`config.mk`:
```
export PLATFORM = sky130hd
export DESIGN_NAME = hgt_ram
export DESIGN_NICKNAME = d
export VERILOG_FILES = /design/src/sv/hgt_ram.sv
export SDC_FILE = /design/constraint.sdc
export NUM_CORES = 1
export LEC_CHECK = 0
export BUFFER_PORTS_ARGS = -buffer_cell sky130_fd_sc_hd__clkbuf_2
export CELL_PAD_IN_SITES_DETAIL_PLACEMENT = 0
export CELL_PAD_IN_SITES_GLOBAL_PLACEMENT = 2
export CORE_ASPECT_RATIO = 1.25
export CORE_MARGIN = 1
export CORE_UTILIZATION = 48
export CTS_CLUSTER_DIAMETER = 120
export DETAILED_ROUTE_END_ITERATION = 16
export HOLD_SLACK_MARGIN = 0.08
export PLACE_DENSITY = 0.77
export SKIP_CTS_REPAIR_TIMING = 1
export SYNTH_ARGS = -nofsm -noshare
export SYNTH_HDL_FRONTEND = slang
export SYNTH_SLANG_ARGS = --single-unit
```
`constraint.sdc`:
```
create_clock -name i_clk -period 2.04 [get_ports i_clk]
set_input_delay 0.306 -clock i_clk [delete_from_list [all_inputs] [get_ports i_clk]]
set_output_delay 0.306 -clock i_clk [all_outputs]
set_load 0.005 [all_outputs]
```
`src/sv/hgt_ram.sv`:
```
// Generic single-port-write, registered-read RAM (read returns old data on collision).
module hgt_ram #(
    parameter int WIDTH = 8,
    parameter int DEPTH = 16
) (
    input  logic                     i_clk,
    input  logic                     i_we,
    input  logic [$clog2(DEPTH)-1:0] i_waddr,
    input  logic [WIDTH-1:0]         i_wdata,
    input  logic                     i_re,
    input  logic [$clog2(DEPTH)-1:0] i_raddr,
    output logic [WIDTH-1:0]         o_rdata
);

    logic [WIDTH-1:0] r_mem [DEPTH];
    logic [WIDTH-1:0] r_rdata;

    // Write and registered read
    always_ff @(posedge i_clk) begin
        if (i_we) begin
            r_mem[i_waddr] <= i_wdata;
        end
        if (i_re) begin
            r_rdata <= r_mem[i_raddr];
        end
    end

    assign o_rdata = r_rdata;

endmodule

```
After elaboration in Yosys (flattened, before gate mapping):

Memories as Yosys holds them, arrays and structs flattened. A register that Yosys moved wholly into a read port is not among the register bits.
Cells that the tools add are included.

* register bits: 0
* latch bits: 0
* bits in writable memories: 128
* ROM bits: 0
* input port bits: 19
* output and inout bits: 8
* word-level logic and storage cells: 3
* memories kept: 1

Memory list
* r_mem: depth 16, bits a word 8, read ports 1, clocked after memory_dff 1, wr ports 1, RTL line 15 `logic [WIDTH-1:0] r_mem [DEPTH];`

* $add $sub $neg: 0
* $mul: 0
* div/mod/pow operators: 0
* order comparisons: 0
* equality and inequality tests: 0
* shifts and indexed selects: 0
* mux-type cells: 2
* bitwise gates (word level): 0
* reductions and logical operators: 0

Operator list (count)
* 1-bit 2-to-1 mux: 2

Depth between registers and ports, before layout:

Gate-level depths: netlist (run 1).

* word-level depth: 2
* mapped depth: 5
* gate-level depth less buffers: 3

Worst setup path before layout (run 1):

Ideal clock, no wire load.

* path type: in2reg
* start point: input port i_waddr[2]
* end point: memory r_mem[0][0] (enable)
* library setup time: 0.383 ns
* arrival: 1.416 ns
* data required time: 1.657 ns
* path slack: 0.241 ns
* stages on the path: 2
* path buffers: 0
* path through: or3b_2 > nor3_1

RTL lines
* start, declared: RTL line 8 `input logic [$clog2(DEPTH)-1:0] i_waddr,`
* end, declared: RTL line 15

Straight into the memory's write port.

==> results of run 1 <==
[kinds of logic (layout without fill, tap and decap cells)]
kind of cell    after synthesis  in the layout
simple gates                 35             35
mux                          32             32
flops                       136            136
compound gates               16             16
buf+inv                      10             74
[metrics by stage]
| stage | utilization | total power [mW] |
|---|---|---|
| after floorplan | - | 3.38 |
| after global placement | 0.530 | 3.50 |
| after detailed placement | 0.530 | 3.51 |
| after CTS | 0.574 | 5.98 |
| after global routing | 0.574 | 6.14 |
| final | 0.574 | 5.92 |
[cells in the mapped netlist]
master and number:
sky130_fd_sc_hd__mux4_2 18, sky130_fd_sc_hd__nand2b_1 2, sky130_fd_sc_hd__nor2b_1 1, sky130_fd_sc_hd__or3b_2 1
sky130_fd_sc_hd__buf_4 1, sky130_fd_sc_hd__buf_6 3, sky130_fd_sc_hd__nor3_1 4, sky130_fd_sc_hd__and2_1 1
sky130_fd_sc_hd__nand3b_1 2, sky130_fd_sc_hd__buf_2 3, sky130_fd_sc_hd__a22oi_1 16, sky130_fd_sc_hd__edfxtp_1 136
sky130_fd_sc_hd__and2b_1 1, sky130_fd_sc_hd__clkdlybuf4s25_2 3, sky130_fd_sc_hd__nand3_1 1, sky130_fd_sc_hd__nor2_1 13
sky130_fd_sc_hd__mux4_1 14, sky130_fd_sc_hd__nand2_1 9
[worst max-delay path: stages (launching register included)]
cell                       delay, ns
sky130_fd_sc_hd__edfxtp_1       0.37
sky130_fd_sc_hd__mux4_1         0.51
sky130_fd_sc_hd__a22oi_1        0.24
sky130_fd_sc_hd__nand2_1        0.10
[power breakdown]
part / leakage, nW / internal (mW) / switching [mW] / total [mW]
registers: 1.24 / 3.15 / 0.0159 / 3.17
logic: 0.603 / 0.126 / 0.159 / 0.285
clock network: 0.231 / 1.48 / 0.987 / 2.47
[layer usage]
layer / share of wire / wire length [microns] / GRT usage
met1: 0.42 / 4110 / 0.261
met2: 0.53 / 5140 / 0.316
met3: 0.031 / 297 / 0.0508
met4: 0.013 / 124 / 0.0758
met5: 0 / 0 / 0
[cell type report]
class                           count  area (sq um)  area share
Timing Repair Buffer               48           320      0.0526
Multi-Input combinational cell     83          1060       0.173
Tap cell                          132           165      0.0271
Sequential cell                   136          4080       0.670
Clock buffer                       18           429      0.0704
Clock inverter                      8          38.8     0.00636
[sequential cells by signal (all words and copies together) (netlist names)]
name     flops
r_mem      128
o_rdata      8
[worst max path at each step]
stage | from | endpoint
final | r_mem[1][5] | o_rdata[5]
after global routing | r_mem[4][1] | o_rdata[1]
after CTS | r_mem[1][1] | o_rdata[1]
after detailed placement | i_raddr[0] | o_rdata[1]
after global placement | i_raddr[0] | o_rdata[2]
after floorplan | i_waddr[2] | r_mem[0][0]
==> run summary, run 1 <==
The logs give 399 for the number of placed instances with taps included and 5630 sq um for the cell area after placement. The pin count of the biggest net entering global routing came out at 33. The cell leakage power came out at 2.07 nW. The routed design could run at a clock period as short as 1.48 ns. The library cells used most frequently in the layout, excluding fill and tap cells, are 136 x sky130_fd_sc_hd__edfxtp_1, 26 x sky130_fd_sc_hd__clkbuf_2, 20 x sky130_fd_sc_hd__buf_4.

For this design the ratio of total power to cell area is 972 nW/um^2. For the initial antenna violation count, the log shows 0. The post-synthesis share of cell area spent on full adders, half adders and majority gates was 0; the DRC marker count from the first detailed-route iteration was 173. The height of the die is 119 microns, and the cell count of the worst hold path is 1. Routed via count divided by cell count: 5.68. Share of layout cells above drive strength 1: 0.304.

The synthesis-to-layout area growth is 16.6%. Measured along the x axis, the die boundary spans 95.3 microns. Setup repair after global routing left no endpoint under its margin.

For the clock insertion delay at the later pin of the skew report, the log shows 0.40 ns. The cell sitting at the root of the clock tree is a sky130_fd_sc_hd__clkbuf_16. The post-route DRC violation count is 0. For the post-synthesis net count, the log shows 248.

The post-synthesis compound-gate area fraction came out at 0.0230. The effective utilization at floorplan is 0.492, and the minimum hold slack is 0.296 ns. The share of synthesized area spent on multiplexers is 0.148. By area the synthesized netlist is led by sky130_fd_sc_hd__edfxtp_1 78%, sky130_fd_sc_hd__mux4_2 7.8%, sky130_fd_sc_hd__mux4_1 7.0%. The largest total area in the synthesized netlist belongs to sky130_fd_sc_hd__edfxtp_1. The post-synthesis simple-gate area fraction is 0.0314. The total routing resource utilization after global routing was 0.198. The filler cells instantiated in the layout total 796. In the synthesized netlist, the number of instances is 229. The worst hold path begins at i_re. The synthesized-area fraction occupied by xor and xnor cells is 0, and the total of endpoints with negative setup slack in the final report is 0.

Worst max-slew margin expressed relative to the limit: 0.709. For the final hold violation count, the log shows 0. The dominant combinational cell family by area after synthesis was multiplexers. The worst setup path is launched from a flip-flop.

The clock tree synthesis step divided the H-tree into 4 levels. The worst-case IR drop observed on VDD is 0.728 mV. The worst setup path is of the flip-flop to flip-flop kind. The pre-CTS worst setup slack was 0.219 ns; the floorplan row count was 42.

The total wire length after detailed routing is 9670 microns. The clock arrives with 0.00469 ns of skew. Based on the critical path, the design can be clocked at up to 676 MHz. The number of global-route vias before repair is 2591.

In this run the critical register-to-register path is launched from r_mem[1][5]. Most common cell after layout, fill and taps aside: sky130_fd_sc_hd__edfxtp_1. For this run, the post-layout net count is 305.

Once layout is complete, the cells apart from fillers number 425. Across all setup checks in the final design, the least slack found is 0.560 ns. The residual antenna-violating net count after detailed routing was 0; the overflow left after global routing was 0.

The die covers 11300 sq um. The path with the worst hold slack has its endpoint at o_rdata[2]. The critical path data required time was 2.18 ns.

Clock tree synthesis inserted a total of 17 buffers. For the pin with the worst max-slew slack, the measured transition is 0.436 ns. The worst register-to-register path has a setup slack of 0.56 ns. The min-delay analysis places its worst path in the category primary input to flip-flop. The portion of the clock cycle consumed by the worst path in the final layout was 0.725.

The count of maximum capacitance violations is 0. TritonCTS built the clock tree. Synthesis instantiated 18 different standard cells from the library.

The clock passes through at most 2 buffers. The count of buffers inserted at the top-level ports is 26, and the placeable core region is 10600 sq um. The cell area that synthesis handed to floorplanning was 5230 sq um. The iteration count of the initial detailed-routing pass was 4; the detailed-route wire length per cell was 22.8 microns.

The largest fanout on the critical path works out to 1. The endpoint class of the critical path was a flip-flop. The total number of vias was 2414; the proportion of netlist area held by the largest area contributor was 0.781. The max-slew violation count is 0. The number of cell instances on the worst register-to-register path is 3. The flow ran to the end, and the final reports show no timing, DRC or antenna violations.

The logs give 0 for the count of synthesis-stage warnings from yosys and 136 for the number of sinks driven by the clock tree. Synthesized area per cell: 22.8 sq um. The first global-routing pass estimated 15400 microns of wire.

After clock tree synthesis, the clock-pin slew on the worst setup and hold paths is 0.05 ns. For the fraction of the yosys area taken by sequential cells, the log shows 0.781. The area of all placed cells without fillers came out at 6090 sq um.

At the worst endpoint, the arrival time is 1.62 ns. The end of the worst register-to-register path is o_rdata[5]. The congestion estimate from routability-driven global placement came to 0.745. The setup TNS is 0 ns.

The number of antenna diodes is 0, and the detailed placer's ending HPWL is 6310 microns. The synthesis-stage register bit count is 136. In this run the count of I/O pins placed on the die edge is 27.
(Power assumes the default switching activity.)
==> inputs of run 2 (changes only) <==
--- a/config.mk
+++ b/config.mk
@@ -5,16 +5,17 @@
 export SDC_FILE = /design/constraint.sdc
 export NUM_CORES = 1
 export LEC_CHECK = 0
+export ABC_AREA = 1
 export BUFFER_PORTS_ARGS = -buffer_cell sky130_fd_sc_hd__clkbuf_2
 export CELL_PAD_IN_SITES_DETAIL_PLACEMENT = 0
 export CELL_PAD_IN_SITES_GLOBAL_PLACEMENT = 2
 export CORE_ASPECT_RATIO = 1.25
 export CORE_MARGIN = 1
-export CORE_UTILIZATION = 48
+export CORE_UTILIZATION = 41
 export CTS_CLUSTER_DIAMETER = 120
 export DETAILED_ROUTE_END_ITERATION = 16
 export HOLD_SLACK_MARGIN = 0.08
-export PLACE_DENSITY = 0.77
+export PLACE_DENSITY = 0.78
 export SKIP_CTS_REPAIR_TIMING = 1
 export SYNTH_ARGS = -nofsm -noshare
 export SYNTH_HDL_FRONTEND = slang
==> constraint.sdc (replaced) <==
create_clock -name i_clk -period 1.5 [get_ports i_clk]
set_input_delay 0.225 -clock i_clk [delete_from_list [all_inputs] [get_ports i_clk]]
set_output_delay 0.225 -clock i_clk [all_outputs]
set_load 0.005 [all_outputs]
==> run 2 against run 1 <==
Against the previous run:
- die area rose by 30%
- sequential share of layout area fell by 8.5 points
- flip-flop and latch count did not move
- routed wire length rose by 48%
- first-iteration DRC count rose by 18%
- critical path type is now flip-flop to output pin
==> run summary, run 2 <==
The flow ran to the end, and the final reports show no timing, DRC or antenna violations. The synthesis-to-layout area growth is 19.3%. STA classifies the critical path startpoint as a flip-flop. The share of layout cells above drive strength 1 is 0.141 (-0.162), and the proportion of netlist area held by the largest area contributor is 0.698 (-0.0828). The detailed-route wire length per cell was 18.1 microns (-21%). Arrival time of the worst setup path: 0.97 ns (-0.65 ns). The cell leakage power came out at 3.03 nW (+46%). The tools report the proportion of power drawn by flip-flops and latches as 0.454 (-0.081).

The floorplan row count was 48 (+14%). The critical path goes through clkbuf_2. The effective utilization at floorplan is 0.421 (-0.0710), and the clock period minus worst slack is 1.20 ns. For the number of global-route vias before repair, the log shows 3851 (+49%).

The run gives 0.0151 ns (+0.0104 ns) as the setup skew after layout. The tree is rooted in a sky130_fd_sc_hd__clkbuf_16. Start-to-end type of the worst setup path: flip-flop to output pin. The worst max-slew margin expressed relative to the limit came out at 0.703 (-0.00510). The run gives 14700 sq um (+30%) as the die footprint. The count of synthesis-stage warnings from yosys was 0 (unchanged). The most used flip-flop cell after synthesis was sky130_fd_sc_hd__edfxtp_1. The library cell used most frequently in the layout, excluding fill and tap cells, is sky130_fd_sc_hd__nand2_1. The total of endpoints with negative setup slack in the final report came out at 0 (unchanged). Largest register by flop count: r_mem.

The total routing resource utilization after global routing came out at 0.215 (+0.0173). The tools report the maximum buffer depth of the clock tree as 2 (unchanged). The post-synthesis net count was 570 (+130%); the total number of H-tree levels was 4 (unchanged). The pin count of the biggest net entering global routing was 25 (-24%). Setup repair after global routing left no endpoint under its margin. The flip-flop count of the largest register after layout was 128 (unchanged); the height of the die was 136 microns (+14%). The initial antenna violation count is 0 (unchanged), and the placeable core region is 13900 sq um (+31%).

The largest vdd supply drop came out at 0.791 mV (+8.7%). The iteration count of the initial detailed-routing pass came out at 4 (unchanged). The clock insertion delay at the later pin of the skew report is 0.42 ns (+0.02 ns), and the clock network power share is 0.487 (+0.070).

The internal power of the cells is 7.56 mW (+59%), and the clock-pin slew of the registers on the worst-case setup and hold paths is 0.06 ns (about the same). The run gives 136 (unchanged) as the number of sinks driven by the clock tree. The run gives 0 (unchanged) as the final hold violation count. The number of cell instances on the worst register-to-register path was 6 (+3). In the layout the commonest cells are 173 x sky130_fd_sc_hd__nand2_1, 136 x sky130_fd_sc_hd__edfxtp_1, 100 x sky130_fd_sc_hd__inv_1. Delay contributed by the slowest stage of the critical path: 0.42 ns (-0.09 ns). The most frequent cell after synthesis is sky130_fd_sc_hd__nand2_1. Routability congestion estimate: 0.777 (+4.3%). The logs give 14300 microns (+48%) for the total wire length after detailed routing and 0 (unchanged) for the number of antenna diodes.

Power per cell area: 1360 nW/um^2 (+40%). The worst path buffer plus inverter count is 1 (+1), and the critical path data required time is 1.27 ns (-0.91 ns). The run gives 0.35 ns (-0.21 ns) as the setup slack of the worst register-to-register path. The detailed placer's ending HPWL was 9160 microns (+45%); the total number of vias was 3818 (+58%). For the DRC marker count from the first detailed-route iteration, the log shows 204 (+18%). The width of the die came out at 109 microns (+14%). In this run the worst hold path is classified as primary input to flip-flop. The commonest cells after synthesis are 173 x sky130_fd_sc_hd__nand2_1, 136 x sky130_fd_sc_hd__edfxtp_1, 100 x sky130_fd_sc_hd__inv_1. The largest fanout on the critical path works out to 1 (unchanged). The combinational share of power is 0.059 (+0.011).

The tools report the residual antenna-violating net count after detailed routing as 0 (unchanged). The number of nets at the end of the flow is 621 (+100%). The number of enable flip-flop cells after synthesis was 136 (unchanged). The number of distinct standard cells referenced by the synthesized netlist came out at 11 (-7). The setup TNS is 0 ns (unchanged).

The count of buffers inserted at the top-level ports came out at 26 (unchanged). TritonCTS built the clock tree. The total CTS buffers came out at 17 (unchanged). The highest achievable clock rate is 835 MHz.

The tools report the origin of the critical flop-to-flop path as r_mem[13][3]. The routed via count divided by cell count was 4.83 (-15%). The tools report the max-slew violation count as 0 (unchanged). The tools report the fraction of the yosys area taken by sequential cells as 0.698 (-0.0828). The synthesized area per cell is 10.6 sq um (-54%), and the cell count of the worst hold path is 1 (unchanged). The endpoint class of the critical path was an output pin. The cell count after synthesis is 551 (+140%). The count of maximum capacitance violations is 0 (unchanged), and the measured slew at the worst slew-check pin is 0.445 ns (+0.00926 ns). The logs give 27 (unchanged) for the I/O pin count and 0 (unchanged) for the overflow left after global routing.

The synthesis-stage register bit count is 136 (unchanged). Ranked by total cell area, the synthesized netlist is headed by sky130_fd_sc_hd__edfxtp_1 70%, sky130_fd_sc_hd__nand2_1 11%, sky130_fd_sc_hd__nand3_1 8.3%. The tools report the end point of the most critical hold path as o_rdata[2]. The tools report the post-synth design cell area as 5850 sq um (+12%).

The tools report the net switching power figure as 1.93 mW (+66%). The proportion of synthesized flip-flops having asynchronous set or reset was 0 (unchanged). The portion of the clock cycle consumed by the worst path in the final layout is 0.798.

On the critical path the largest part of the delay comes from flip-flops. Hold path startpoint: i_re. End of the worst register-to-register path: o_rdata[3]. Summed over all instances, the cell type with the most area after synthesis is sky130_fd_sc_hd__edfxtp_1. The sum of internal, switching and leakage power is 9.49 mW (+60%). The post-route DRC violation count was 0 (unchanged); the wire length of the first global-routing pass was 22200 microns (+44%).

The fraction of power spent switching nets was 0.204 (+0.00734). For this design, the slowest cell found on the critical path is sky130_fd_sc_hd__edfxtp_1.
run 2: cell count changes after synthesis, sizes merged, moves of 4 or more:
| cell | previous run | this run |
|---|---|---|
| a22oi | 16 | 0 |
| buf | 7 | 24 |
| inv | 0 | 102 |
| mux4 | 32 | 0 |
| nand2 | 9 | 173 |
| nand3 | 1 | 97 |
| nor2 | 13 | 17 |
| nor3 | 4 | 0 |
run 2: power by group through the flow:
stage          Combinational [mW]  Clock [mW]  Sequential, mW
2_1_floorplan               0.300           0            4.38
3_3_place_gp                0.562           0            4.39
3_5_place_dp                0.567           0            4.39
4_1_cts                     0.571        4.69            4.31
5_1_grt                     0.623        4.84            4.31
6_report                    0.557        4.63            4.31
run 2: kinds of logic after synthesis:
family                 count (synthesis)  synth area share
and+or+nand+nor                      289             0.208
buffers and inverters                126            0.0939
DFF                                  136             0.698
run 2: area by class of cell:
class	instances	area, sq um
clock buffers	18	429
clock inverters	14	228
fillers	1247	6900
inverters	102	383
multi-input cells	289	1210
flip-flops and latches	136	4080
well taps	175	219
repair buffers	56	418
run 2: per-stage QoR:
step | util | instance area [sq um] | hold slack, ns | cells | setup slack, ns
after floorplan | - | 5850 | 0.324 | 551 | 0.324
after global placement | 0.455 | 6320 | 0.633 | 758 | 0.0565
after detailed placement | 0.455 | 6320 | 0.632 | 758 | 0.0348
after CTS | 0.503 | 6970 | 0.217 | 790 | 0.286
after global routing | 0.503 | 6970 | 0.231 | 790 | 0.277
final | 0.503 | 6970 | 0.221 | 790 | 0.302
run 2: worst max path at each step:
stage / slack, ns / endpoint / cells after the start / startpoint
global route: 0.28 / o_rdata[7] / 1 / o_rdata[7]
floorplan: 0.32 / r_mem[10][0] / 2 / i_waddr[2]
global placement: 0.06 / o_rdata[3] / 8 / i_raddr[0]
CTS: 0.29 / o_rdata[1] / 1 / o_rdata[1]
detailed placement: 0.03 / o_rdata[3] / 7 / i_raddr[0]
finish: 0.30 / o_rdata[7] / 1 / o_rdata[7]
run 2: layer usage:
layer | share of wire | GRT usage | wire length [microns] | up-vias
li1 | - | - | - | 1882
met1 | 0.44 | 0.284 | 6240 | 1826
met2 | 0.49 | 0.351 | 7000 | 92
met4 | 0.018 | 0.0886 | 259 | 0
met3 | 0.054 | 0.0380 | 773 | 18
met5 | 0 | 0 | 0 | -
